==> src/rtl/moe_pkg.sv <==
`default_nettype none

package moe_pkg;

   // Patch and resend limits
   localparam int PATCH_SIZE  = 128;
   localparam int RESEND_RATE = 32;

   // Job queue between front and back, power of two
   localparam int JOB_DEPTH = 4;
   localparam int JOB_PTR_W = $clog2(JOB_DEPTH);

   // MIDI bytes
   localparam logic [7:0] NOTE_ON_STATUS = 8'h90;
   localparam logic [7:0] CONTROL_STATUS = 8'hB0;
   localparam logic [7:0] CC_NRPN_LSB    = 8'h62;
   localparam logic [7:0] CC_DATA_MSB    = 8'h06;
   localparam logic [7:0] CC_DATA_LSB    = 8'h26;
   localparam logic [7:0] DATA_MSB_ONE   = 8'h01;
   localparam logic [7:0] DATA_LOW_MASK  = 8'h7F;

   // Event kinds
   localparam logic [1:0] OP_NOTE_KILLED    = 2'd0;
   localparam logic [1:0] OP_NOTE_TRIGGERED = 2'd1;
   localparam logic [1:0] OP_PARAM_CHANGE   = 2'd2;

   // Output modes
   localparam logic [1:0] MODE_OTHER     = 2'd0;
   localparam logic [1:0] MODE_SEQUENCER = 2'd1;

   // CSR map
   localparam int         CSR_INDEX_W     = 2;
   localparam int         CSR_DATA_W      = 5;
   localparam logic [1:0] CSR_CHANNEL     = 2'd0;
   localparam logic [1:0] CSR_OUT_MODE    = 2'd1;

   typedef struct packed {
      logic [1:0] op;
      logic [7:0] note_number;
      logic [7:0] note_velocity;
      logic [7:0] param_index;
      logic [7:0] param_value;
   } req_type;

   typedef struct packed {
      logic [7:0] midi_byte;
      logic       last_byte;
   } rsp_type;

   // One decoded event: up to three triples sharing one status byte.
   // The tail triple is always sent; select and MSB triples are optional.
   typedef struct packed {
      logic [7:0] status;
      logic       sel_en;
      logic       msb_en;
      logic [7:0] sel_index;
      logic [7:0] tail_a;
      logic [7:0] tail_b;
   } job_type;

   typedef struct packed {
      logic push;
      logic full;
      logic pop;
      logic empty;
   } job_ctl_type;

endpackage

`default_nettype wire

==> src/rtl/moe_job_fifo.sv <==
`default_nettype none

module moe_job_fifo (
   input  wire logic             clock,
   input  wire logic             reset,
   input  wire logic             push,
   input  wire moe_pkg::job_type wr_data,
   output logic                  full,
   input  wire logic             pop,
   output moe_pkg::job_type      rd_data,
   output logic                  empty
);
   import moe_pkg::*;

   job_type                entry_ff [JOB_DEPTH];
   logic [JOB_PTR_W-1:0]   wr_ptr_ff, wr_ptr_in;
   logic [JOB_PTR_W-1:0]   rd_ptr_ff, rd_ptr_in;
   logic [JOB_PTR_W:0]     count_ff, count_in;
   logic                   do_push, do_pop;

   assign full    = (count_ff == (JOB_PTR_W+1)'(JOB_DEPTH));
   assign empty   = (count_ff == '0);
   assign rd_data = entry_ff[rd_ptr_ff];
   assign do_push = push && !full;
   assign do_pop  = pop && !empty;

   always_comb begin
      wr_ptr_in = wr_ptr_ff;
      rd_ptr_in = rd_ptr_ff;
      count_in  = count_ff;
      if (do_push) begin
         wr_ptr_in = wr_ptr_ff + 1'b1;
      end
      if (do_pop) begin
         rd_ptr_in = rd_ptr_ff + 1'b1;
      end
      if (do_push && !do_pop) begin
         count_in = count_ff + 1'b1;
      end else if (do_pop && !do_push) begin
         count_in = count_ff - 1'b1;
      end
   end

   always_ff @(posedge clock) begin
      if (reset) begin
         wr_ptr_ff <= '0;
         rd_ptr_ff <= '0;
         count_ff  <= '0;
      end else begin
         wr_ptr_ff <= wr_ptr_in;
         rd_ptr_ff <= rd_ptr_in;
         count_ff  <= count_in;
      end
   end

   always_ff @(posedge clock) begin
      if (do_push) begin
         entry_ff[wr_ptr_ff] <= wr_data;
      end
   end

endmodule

`default_nettype wire

==> src/rtl/moe_front.sv <==
`default_nettype none

module moe_front (
   input  wire logic                             clock,
   input  wire logic                             reset,
   input  wire logic                             req_push,
   output logic                                  req_full,
   input  wire moe_pkg::req_type                 req_data,
   input  wire logic                             csr_valid,
   output logic                                  csr_ready,
   input  wire logic [moe_pkg::CSR_INDEX_W-1:0]  csr_index,
   input  wire logic [moe_pkg::CSR_DATA_W-1:0]   csr_wdata,
   input  wire logic                             job_full,
   output logic                                  job_push,
   output moe_pkg::job_type                      job_data
);
   import moe_pkg::*;

   logic [4:0] channel_setting_ff;
   logic [1:0] out_mode_ff;
   logic [7:0] last_index_ff, last_index_in;
   logic [7:0] resend_cnt_ff, resend_cnt_in;

   logic       accept;
   logic [4:0] setting_m1;
   logic [3:0] channel;
   logic       full_mode, seq_mode;
   logic       in_patch;
   logic [7:0] cnt_next;
   logic       need_select;

   assign csr_ready = 1'b1;
   assign req_full  = job_full;
   assign accept    = req_push && !job_full;

   assign setting_m1 = channel_setting_ff - 5'd1;
   assign channel    = (channel_setting_ff == '0) ? 4'd0 : setting_m1[3:0];
   assign full_mode  = out_mode_ff[1];
   assign seq_mode   = (out_mode_ff == MODE_SEQUENCER);
   assign in_patch   = ({1'b0, req_data.param_index} < 9'(PATCH_SIZE));
   assign cnt_next   = resend_cnt_ff + 8'd1;
   assign need_select = (last_index_ff != req_data.param_index)
                     || (cnt_next >= 8'(RESEND_RATE));

   always_comb begin
      last_index_in      = last_index_ff;
      resend_cnt_in      = resend_cnt_ff;
      job_push           = 1'b0;
      job_data.status    = CONTROL_STATUS | {4'd0, channel};
      job_data.sel_en    = 1'b0;
      job_data.msb_en    = 1'b0;
      job_data.sel_index = req_data.param_index;
      job_data.tail_a    = CC_DATA_LSB;
      job_data.tail_b    = req_data.param_value & DATA_LOW_MASK;
      case (req_data.op)
         OP_NOTE_KILLED, OP_NOTE_TRIGGERED: begin
            job_data.status = NOTE_ON_STATUS | {4'd0, channel};
            job_data.tail_a = req_data.note_number;
            job_data.tail_b = (req_data.op == OP_NOTE_TRIGGERED) ?
                              req_data.note_velocity : 8'd0;
            job_push        = accept && seq_mode;
         end
         OP_PARAM_CHANGE: begin
            if (in_patch) begin
               resend_cnt_in = cnt_next;
               if (full_mode) begin
                  job_push        = accept;
                  job_data.msb_en = req_data.param_value[7];
                  if (need_select) begin
                     job_data.sel_en = 1'b1;
                     last_index_in   = req_data.param_index;
                     resend_cnt_in   = 8'd0;
                  end
               end
            end
         end
         default: begin
         end
      endcase
   end

   always_ff @(posedge clock) begin
      if (reset) begin
         channel_setting_ff <= '0;
         out_mode_ff        <= MODE_OTHER;
         last_index_ff      <= '0;
         resend_cnt_ff      <= '0;
      end else begin
         if (csr_valid) begin
            case (csr_index)
               CSR_CHANNEL:  channel_setting_ff <= csr_wdata;
               CSR_OUT_MODE: out_mode_ff        <= csr_wdata[1:0];
               default: begin
               end
            endcase
         end
         if (accept) begin
            last_index_ff <= last_index_in;
            resend_cnt_ff <= resend_cnt_in;
         end
      end
   end

endmodule

`default_nettype wire

==> src/rtl/moe_back.sv <==
`default_nettype none

module moe_back (
   input  wire logic             clock,
   input  wire logic             reset,
   input  wire logic             job_empty,
   input  wire moe_pkg::job_type job_rd,
   output logic                  job_pop,
   output logic                  rsp_empty,
   input  wire logic             rsp_pop,
   output moe_pkg::rsp_type      rsp_data
);
   import moe_pkg::*;

   typedef enum logic [1:0] {
      SLOT_SELECT,
      SLOT_MSB,
      SLOT_TAIL
   } slot_type;

   logic     have_job_ff, have_job_in;
   job_type  job_ff, job_in;
   slot_type slot_ff, slot_in;
   logic [1:0] pos_ff, pos_in;
   rsp_type  rsp_ff, rsp_in;
   logic     rsp_valid_ff, rsp_valid_in;

   logic       advance;
   logic       is_last;
   logic [7:0] cur_byte;
   slot_type   first_slot;

   assign rsp_empty = !rsp_valid_ff;
   assign rsp_data  = rsp_ff;
   assign advance   = have_job_ff && (!rsp_valid_ff || rsp_pop);
   assign is_last   = (slot_ff == SLOT_TAIL) && (pos_ff == 2'd2);
   assign job_pop   = !job_empty && (!have_job_ff || (advance && is_last));

   always_comb begin
      if (job_rd.sel_en) begin
         first_slot = SLOT_SELECT;
      end else if (job_rd.msb_en) begin
         first_slot = SLOT_MSB;
      end else begin
         first_slot = SLOT_TAIL;
      end
   end

   // byte 0 of every triple is the status byte
   always_comb begin
      cur_byte = job_ff.status;
      if (pos_ff != 2'd0) begin
         unique case (slot_ff)
            SLOT_SELECT: cur_byte = (pos_ff == 2'd1) ? CC_NRPN_LSB : job_ff.sel_index;
            SLOT_MSB:    cur_byte = (pos_ff == 2'd1) ? CC_DATA_MSB : DATA_MSB_ONE;
            SLOT_TAIL:   cur_byte = (pos_ff == 2'd1) ? job_ff.tail_a : job_ff.tail_b;
            default:     cur_byte = job_ff.status;
         endcase
      end
   end

   always_comb begin
      have_job_in  = have_job_ff;
      job_in       = job_ff;
      slot_in      = slot_ff;
      pos_in       = pos_ff;
      rsp_in       = rsp_ff;
      rsp_valid_in = rsp_valid_ff;
      if (rsp_valid_ff && rsp_pop) begin
         rsp_valid_in = 1'b0;
      end
      if (advance) begin
         rsp_in.midi_byte = cur_byte;
         rsp_in.last_byte = is_last;
         rsp_valid_in     = 1'b1;
         if (pos_ff != 2'd2) begin
            pos_in = pos_ff + 2'd1;
         end else begin
            pos_in = 2'd0;
            unique case (slot_ff)
               SLOT_SELECT: slot_in = job_ff.msb_en ? SLOT_MSB : SLOT_TAIL;
               SLOT_MSB:    slot_in = SLOT_TAIL;
               default:     have_job_in = 1'b0;
            endcase
         end
      end
      if (job_pop) begin
         have_job_in = 1'b1;
         job_in      = job_rd;
         slot_in     = first_slot;
         pos_in      = 2'd0;
      end
   end

   always_ff @(posedge clock) begin
      if (reset) begin
         have_job_ff  <= 1'b0;
         slot_ff      <= SLOT_TAIL;
         pos_ff       <= 2'd0;
         rsp_valid_ff <= 1'b0;
      end else begin
         have_job_ff  <= have_job_in;
         slot_ff      <= slot_in;
         pos_ff       <= pos_in;
         rsp_valid_ff <= rsp_valid_in;
      end
      job_ff <= job_in;
      rsp_ff <= rsp_in;
   end

endmodule

`default_nettype wire

==> src/rtl/midi_out_event_encoder.sv <==
`default_nettype none

// Channel  Ports                                  Moves
// -------  -------------------------------------  -----------------------------
// req      req_push / req_full / req_data         one event word in
// rsp      rsp_empty / rsp_pop / rsp_data         one MIDI byte word out
// csr      csr_valid / csr_ready / csr_index/wdata  channel setting, output mode
//
// Events are decoded combinationally, and those that produce bytes are queued as
// jobs (four deep); the byte sequencer sends one byte per cycle, so an event
// sends 3, 6 or 9 bytes. The front keeps taking one event per cycle until
// the job queue fills. Reset is synchronous. A stalled rsp_pop holds the
// sequencer; full tracks only the job queue.

module midi_out_event_encoder (
   input  wire logic                             clock,
   input  wire logic                             reset,
   input  wire logic                             req_push,
   output logic                                  req_full,
   input  wire moe_pkg::req_type                 req_data,
   output logic                                  rsp_empty,
   input  wire logic                             rsp_pop,
   output moe_pkg::rsp_type                      rsp_data,
   input  wire logic                             csr_valid,
   output logic                                  csr_ready,
   input  wire logic [moe_pkg::CSR_INDEX_W-1:0]  csr_index,
   input  wire logic [moe_pkg::CSR_DATA_W-1:0]   csr_wdata
);
   import moe_pkg::*;

   job_ctl_type job_ctl;
   job_type     job_wr;
   job_type     job_rd;

   moe_front u_front (
      .clock     (clock),
      .reset     (reset),
      .req_push  (req_push),
      .req_full  (req_full),
      .req_data  (req_data),
      .csr_valid (csr_valid),
      .csr_ready (csr_ready),
      .csr_index (csr_index),
      .csr_wdata (csr_wdata),
      .job_full  (job_ctl.full),
      .job_push  (job_ctl.push),
      .job_data  (job_wr)
   );

   moe_job_fifo u_job_fifo (
      .clock   (clock),
      .reset   (reset),
      .push    (job_ctl.push),
      .wr_data (job_wr),
      .full    (job_ctl.full),
      .pop     (job_ctl.pop),
      .rd_data (job_rd),
      .empty   (job_ctl.empty)
   );

   moe_back u_back (
      .clock     (clock),
      .reset     (reset),
      .job_empty (job_ctl.empty),
      .job_rd    (job_rd),
      .job_pop   (job_ctl.pop),
      .rsp_empty (rsp_empty),
      .rsp_pop   (rsp_pop),
      .rsp_data  (rsp_data)
   );

endmodule

`default_nettype wire

==> config.mk <==
export PLATFORM = sky130hd
export DESIGN_NAME = midi_out_event_encoder
export DESIGN_NICKNAME = d
export VERILOG_FILES = /design/src/rtl/moe_pkg.sv /design/src/rtl/moe_job_fifo.sv /design/src/rtl/moe_front.sv /design/src/rtl/moe_back.sv /design/src/rtl/midi_out_event_encoder.sv
export SDC_FILE = /design/constraint.sdc
export NUM_CORES = 1
export LEC_CHECK = 0
export BUFFER_PORTS_ARGS = -buffer_cell sky130_fd_sc_hd__buf_2
export CAP_MARGIN = 20
export CORE_UTILIZATION = 35
export DETAILED_ROUTE_END_ITERATION = 8
export SLEW_MARGIN = 30
export SYNTH_ARGS = -nofsm -noshare
export SYNTH_HDL_FRONTEND = slang
export SYNTH_SLANG_ARGS = --single-unit
==> constraint.sdc <==
create_clock -name clock -period 2.7 [get_ports clock]
set_clock_uncertainty 0.15 [all_clocks]
set_input_delay 0.405 -clock clock [delete_from_list [all_inputs] [get_ports clock]]
set_output_delay 0.405 -clock clock [all_outputs]
set_load 0.02 [all_outputs]
== After elaboration in Yosys (flattened, before gate mapping) ==
Memories as Yosys holds them, arrays and structs flattened. A register that Yosys moved wholly into a read port is not among the register bits.
Index checks and enable logic that the tools add are counted.

* Equal/unequal tests: 13
* Order comparisons: 2
* Add/sub/neg operators: 7
* Multiplexer cells: 38
* Reductions and logical operators: 39

{| class="wikitable"
|+ Operators by type and width
! operator !! count
|-
| two-way mux 8 bit || 6
|-
| two-way mux 2 bit || 12
|-
| one-hot mux 8 bit (3 select lines) || 1
|-
| two-way mux 16 bit || 1
|-
| logical AND 1 bit || 11
|-
| two-way mux 1 bit || 11
|-
| == test 2 x 1 -> 1 bit, second input constant || 5
|-
| two-way mux 3 bit || 3
|-
| AND reduction 3 bit || 3
|-
| adder 8 x 1 -> 8 bit, second input constant || 1
|-
| greater-or-equal comparator 8 x 6 -> 1 bit, second input constant || 1
|-
| less-than comparator 8 bit, second input constant || 1
|-
| != test 8 bit || 1
|-
| nonzero test 2 bit || 4
|-
| adder 2 x 1 -> 2 bit, second input constant || 3
|-
| == test 2 bit, second input constant || 3
|-
| zero test 1 bit || 6
|-
| zero test 2 bit || 3
|-
| two-way mux 6 bit || 1
|-
| OR reduction 2 bit || 3
|-
| zero test 5 bit || 1
|-
| AND reduction 5 bit || 1
|-
| two-way mux 4 bit || 1
|-
| != test 2 bit, second input constant || 2
|-
| 11 further kinds || 14
|}

* Input bits: 46
* Word-level logic and storage cells: 118
* Memories kept: 1
* Flip-flop bits (word level): 78
* Output and inout bits: 12
* Bits in writable memories: 128

{| class="wikitable"
|+ Memories
! memory !! words !! bits a word !! read ports !! clocked after Yosys merged registers in !! wr ports !! RTL line !! text
|-
| u_job_fifo.entry_ff || 4 || 32 || 1 || 1 || 1 || moe_job_fifo.sv:15 || <nowiki>job_type entry_ff [JOB_DEPTH];</nowiki>
|}

== Depth between registers and ports, before layout ==
* Depth after elaboration: 11
* Mapped depth: 10
* Mapped depth without buffers: 9

== Modules after synthesis ==
Synthesis repeated with hierarchy kept, for this count alone.

* Cell total of the unflattened synthesis: 548
* Area, all modules: 8927.3 µm²

{| class="wikitable"
|+ By module, submodules not included
! module !! instances !! sequential area each (µm²) !! cells an instance !! area an instance (µm²)
|-
| moe_job_fifo || 1 || 4264.1 || 226 || 5411.4
|-
| moe_back || 1 || 1381.3 || 142 || 2004.4
|-
| moe_front || 1 || 460.4 || 180 || 1511.4
|}

== Worst setup path after synthesis ==
Ideal clock, no wire load.

* Path type: in2reg
* From: input req_data[33] (netlist name)
* To: register u_job_fifo.count_ff[2]
* Stages on the path: 10
* Path buffers: 1
* Slack: -129 ps
* Arrival time: 2609 ps
* Setup time: 71 ps
* Required time: 2479 ps
* Path through: clkbuf_1 -> nor3b_1 -> and2_1 -> o21a_1 -> ha_1 -> inv_1 -> fa_1 -> xor2_1 -> or3_1 -> a21oi_1

* Word-level cells in the longest chain between the ends: 7
* Elaborated cells on any way between the ends: 11
* Those cells by class: eq/ne (2); mux (2); reduce/logical (7)

{| class="wikitable"
|+ Ends and longest elaborated chain
! item !! RTL line !! text
|-
| start, declared || midi_out_event_encoder.sv:20 || <nowiki>input wire moe_pkg::req_type req_data,</nowiki>
|-
| == test 2 x 1 -> 1 bit / zero test 2 bit (equally long branches) || moe_front.sv:55 || <nowiki>case (req_data.op)</nowiki>
|-
| OR reduction 2 bit || moe_front.sv:55 ||
|-
| one-hot mux 1 bit (2 select lines) * || moe_front.sv:55 ||
|-
| logical AND 1 bit * || moe_job_fifo.sv:24 || <nowiki>assign do_push = push && !full;</nowiki>
|-
| via u_job_fifo.do_push || moe_job_fifo.sv:19 || <nowiki>logic do_push, do_pop;</nowiki>
|-
| zero test 1 bit || moe_job_fifo.sv:39 || <nowiki>end else if (do_pop && !do_push) begin</nowiki>
|-
| logical AND 1 bit || moe_job_fifo.sv:39 ||
|-
| nonzero test 2 bit (no line) || -- ||
|-
| end signal, assigned || moe_job_fifo.sv:52 || <nowiki>count_ff <= count_in;</nowiki>
|-
| end, declared || moe_job_fifo.sv:18 || <nowiki>logic [JOB_PTR_W:0] count_ff, count_in;</nowiki>
|}

The timed path passes the listed nets; every way through them passes the cells marked *.
A chain may end at the register's enable or synchronous reset.

== Worst setup path after layout ==
* From: register u_back.pos_ff[1]
* To: register u_job_fifo.count_ff[2]

* Word-level cells in the longest chain between the ends: 9
* Elaborated cells on any way between the ends: 11
* Those cells by class: eq/ne (1); mux (1); reduce/logical (9)

{| class="wikitable"
|+ Ends and longest elaborated chain
! item !! RTL line !! text
|-
| start, declared || moe_back.sv:24 || <nowiki>logic [1:0] pos_ff, pos_in;</nowiki>
|-
| start signal, assigned || moe_back.sv:104 || <nowiki>pos_ff <= pos_in;</nowiki>
|-
| == test 2 bit * || moe_back.sv:36 || <nowiki>assign is_last = (slot_ff == SLOT_TAIL) && (pos_ff == 2'd2);</nowiki>
|-
| logical AND 1 bit * || moe_back.sv:36 ||
|-
| logical AND 1 bit * || moe_back.sv:37 || <nowiki>assign job_pop = !job_empty && (!have_job_ff || (advance && is_last));</nowiki>
|-
| logical OR 1 bit * || moe_back.sv:37 ||
|-
| logical AND 1 bit * || moe_back.sv:37 ||
|-
| logical AND 1 bit * || moe_job_fifo.sv:25 || <nowiki>assign do_pop = pop && !empty;</nowiki>
|-
| zero test 1 bit || moe_job_fifo.sv:37 || <nowiki>if (do_push && !do_pop) begin</nowiki>
|-
| logical AND 1 bit || moe_job_fifo.sv:37 ||
|-
| two-way mux 3 bit / nonzero test 2 bit (equally long branches) || -- ||
|}

Every way passes the cells marked *; elsewhere a longest branch is shown, timed or not.

==> impl_results.md <==
- Post-Syn Instances: around 490
- Cts bufs inserted: 21
- Slew HR: around two fifths
- Total negative setup slack: 0 ns
- Ant. Diodes: 0
- Floorplan die width: approximately 150 um
- R2r endpoint: u_job_fifo.count_ff[2]
- Sequential element share of the synthesized area: about 70%
- DR pass1 iterations: 4
- Vias per inst: slightly below 5
- TritonCTS Sinks: around 200
- Nets: around 620
- Top sig layer: met4
- Met3 wire length: 541 um
- CP required: between 2 and 3 ns
- Clock Latency Late Sink: about 0.49 ns
- Hold Crit Start: csr_wdata[2]
- DIE AREA: approximately 24,000 um^2
- Post-synth top flop: edfxtp_1
- Reg-to-Reg Start: u_back.pos_ff[1]
- HP Class: input pin to flop
- Worst Tran Pin Value: 0.922 ns
- Starting Density: a little over a third
- Share of post-route cells with drive strength above 1: roughly 27%
- Commonest non-fill, non-tap cell in the layout: edfxtp_1
- First-pass GRT wire length: around 24 mm
- Fillers: a little over 2,000
- Async SR Flop Fraction: 0%
- Status: finished, final reports clean
- CP Capture Type: flop
- Area Growth Syn to Fin: 18.6%
- Setup violators final: 0
- Clock-pin transition on the worst setup and hold timing paths: approximately 0.060 ns
- Most frequent cells in the layout: 163 x edfxtp_1, 56 x buf_2, 37 x nor2_1, 36 x dfxtp_1, 31 x mux4_2
- Crit path DAT: ~2.7 ns
- Post-DP HPWL: between 9 and 10 mm
- Final hold violations: 0
- Clk root buf: clkbuf_16
- Clk buf depth: 3
- Synth area leaders: edfxtp_1 61%, dfxtp_1 9.5%, mux4_2 8.7%
- Final GP Congestion: 0.845
- Tot Pwr: about 8700 uW
- Global route total overflow: 0
- Largest stage delay, worst path: 0.45 ns
- Core Rows: 55
- Max Cap Violations: 0
- Core area: ~23,000 um^2
- CTS tree: yes
- Vias in the first global route: 4,458
- Critical path's slowest cell: dfxtp_1
- Share of Yosys cell area claimed by the top area cell type: 61.0%
- Pleak: about 0.0032 uW
- Cell taking the most area after synthesis: edfxtp_1
- GRT Util Overall: between 10% and 20%
- Synth Register Bits: approximately 200
- Critical path buffer and inverter count: 1
- Drc violations: 0
- DRT iter0 DRCs: 200
- Max IR drop VDD: 380 uV
- Hold Path Sink: u_front.channel_setting_ff[2]
- Initial antenna violation count: 0
- Synth Cell Area: approximately 8000 um^2
- Power per cell area: roughly 910 nW/um^2
- Final core occ: a little over two fifths
- Final Max Tran Viols: 0
- Antenna Nets Post-Route: 0
- Worst-case reg-to-reg path depth: 9
- Worst setup path category: flop to flop
- Kind of start point of the critical path: flop
- Vias: between 4,000 and 5,000
- Hold Crit Depth: 3
- Crit path time final: about 2.5 ns
- Reg2reg setup slack: between 0.2 and 0.25 ns
- Synthesis Warnings: 0
- Chip height: ~150 um
- Number of flops mapped to enable cells by yosys: 163
- Largest net degree at the start of global routing: between 40 and 50
- Max Freq: ~400 MHz
- Htree depth: 1
- Cells along the critical path: nand2b_1 -> o31ai_1 -> nand2_1 -> ha_1 -> inv_1 -> fa_1 -> xor2_1 -> or3_1 -> a21oi_1
- Synthesized area per cell: between 15 and 20 um^2
- Boundary pin count: 58
- Met1 WL: 6.88 mm
- Distinct cells, synth: 52
- Final wirelength: between 15 and 20 mm
- Period utilization: between 90% and 100%
- Port-buffer cells: 56
- RSZ-0062 raised after global routing: false
- Met2 Wirelength: approximately 7.4 mm
- Critical path peak fanout: 8
- Syn_nets: 540
- Routed length per instance: ~17 um
- Crit path max-delay family: simple AND/OR/NAND/NOR gates
how the worst max path moves through the flow:
stage | start | endpoint | slack [ns] | depth (start not counted)
2_1_floorplan | req_data[33] | u_job_fifo.count_ff[2] | 0.06 | 10
3_3_place_gp | req_data[15] | u_job_fifo.count_ff[2] | 0.17 | 10
3_5_place_dp | req_data[15] | u_job_fifo.count_ff[2] | 0.09 | 10
4_1_cts | u_back.slot_ff[0] | u_job_fifo.count_ff[2] | 0.21 | 9
5_1_grt | u_job_fifo.count_ff[0] | u_job_fifo.count_ff[2] | 0.005 | 9
6_report | u_back.pos_ff[1] | u_job_fifo.count_ff[2] | 0.25 | 9
report_power, final:
part / internal, uW / switching (uW)
Clock: 1800 / 1110
Combinational: 773 / 957
Sequential: 3840 / 168
per-layer routing:
layer	vias up	GRT usage [%]
met5	-	0
met4	0	4.14
met3	15	2.27
met2	75	22.7
met1	2129	16.9
li1	2005	-
logic make-up after synthesis:
kind of cell / Yosys count / synth area share [%]
fa+ha+maj: 9 / 1.50
mux: 53 / 11.5
simple gates: 122 / 8.46
flops: 201 / 70.5
other cells: 1 / 0.0468
xor+xnor: 19 / 2.08
buf+inv: 35 / 1.81
compound gates: 45 / 4.12
what timing repair did:
action | CTS | global route
resized for setup | 0 | 1
endpoints found under the setup margin | 0 | 1
hold buffers | 1 | 0
buffers inserted | 0 | 0
endpoints found under the hold margin | 1 | 0
final cells by class:
cell class | instances | area [um^2] | area share (%)
clock buffer | 27 | 578 | 6.08
timing repair buffer | 76 | 508 | 5.34
inverter | 15 | 56.3 | 0.592
multi-input combinational | 249 | 2220 | 23.4
tap | 285 | 357 | 3.75
sequential | 201 | 5660 | 59.5
clock inverter | 10 | 134 | 1.41
sequential cells by signal (all words and copies together) (netlist names), named ones only:
| name | cells |
|---|---|
| u_front.out_mode_ff | 2 |
| u_back.rsp_data | 9 |
| u_back.job_ff | 30 |
| u_front.resend_cnt_ff | 8 |
| u_job_fifo.wr_ptr_ff | 2 |
| u_back.pos_ff | 2 |
| u_job_fifo.count_ff | 3 |
| u_back.rsp_valid_ff | 1 |
| u_job_fifo.entry_ff | 124 |
| u_front.last_index_ff | 8 |
| u_job_fifo.rd_ptr_ff | 2 |
| u_front.channel_setting_ff | 5 |
| u_back.have_job_ff | 1 |
| u_back.slot_ff | 2 |
metrics by stage:
| stage | worst slack [ns] | hold WS, ns | std cells | instance area, um^2 |
|---|---|---|---|---|
| after floorplan | 0.0613 | 0.305 | 485 | 8020 |
| after global placement | 0.166 | 0.321 | 825 | 8790 |
| after detailed placement | 0.0860 | 0.331 | 825 | 8790 |
| after CTS | 0.214 | 0.00857 | 863 | 9510 |
| after global routing | 0.00520 | 0.0422 | 863 | 9510 |
| final | 0.248 | 0.0229 | 863 | 9510 |
tightest hold or removal path: stages:
cell and delay, ns:
buf_2 0.07, a21oi_1 0.05, nor2_1 0.08
synth_stat cells (all sizes together), types with 4 or more instances:
cell,n
nand3,6
nor3,13
nor2,37
dfxtp,38
mux2i,22
nand4,5
xnor2,12
a22oi,5
a21oi,11
ha,8
a22o,7
nand2,9
and2,7
nor3b,5
edfxtp,163
clkbuf,12
nor2b,9
mux4,31
inv,15
nand2b,17
o21ai,6
buf,8
xor2,7
or2,4
Note: power is estimated with default switching activity, not from simulation.
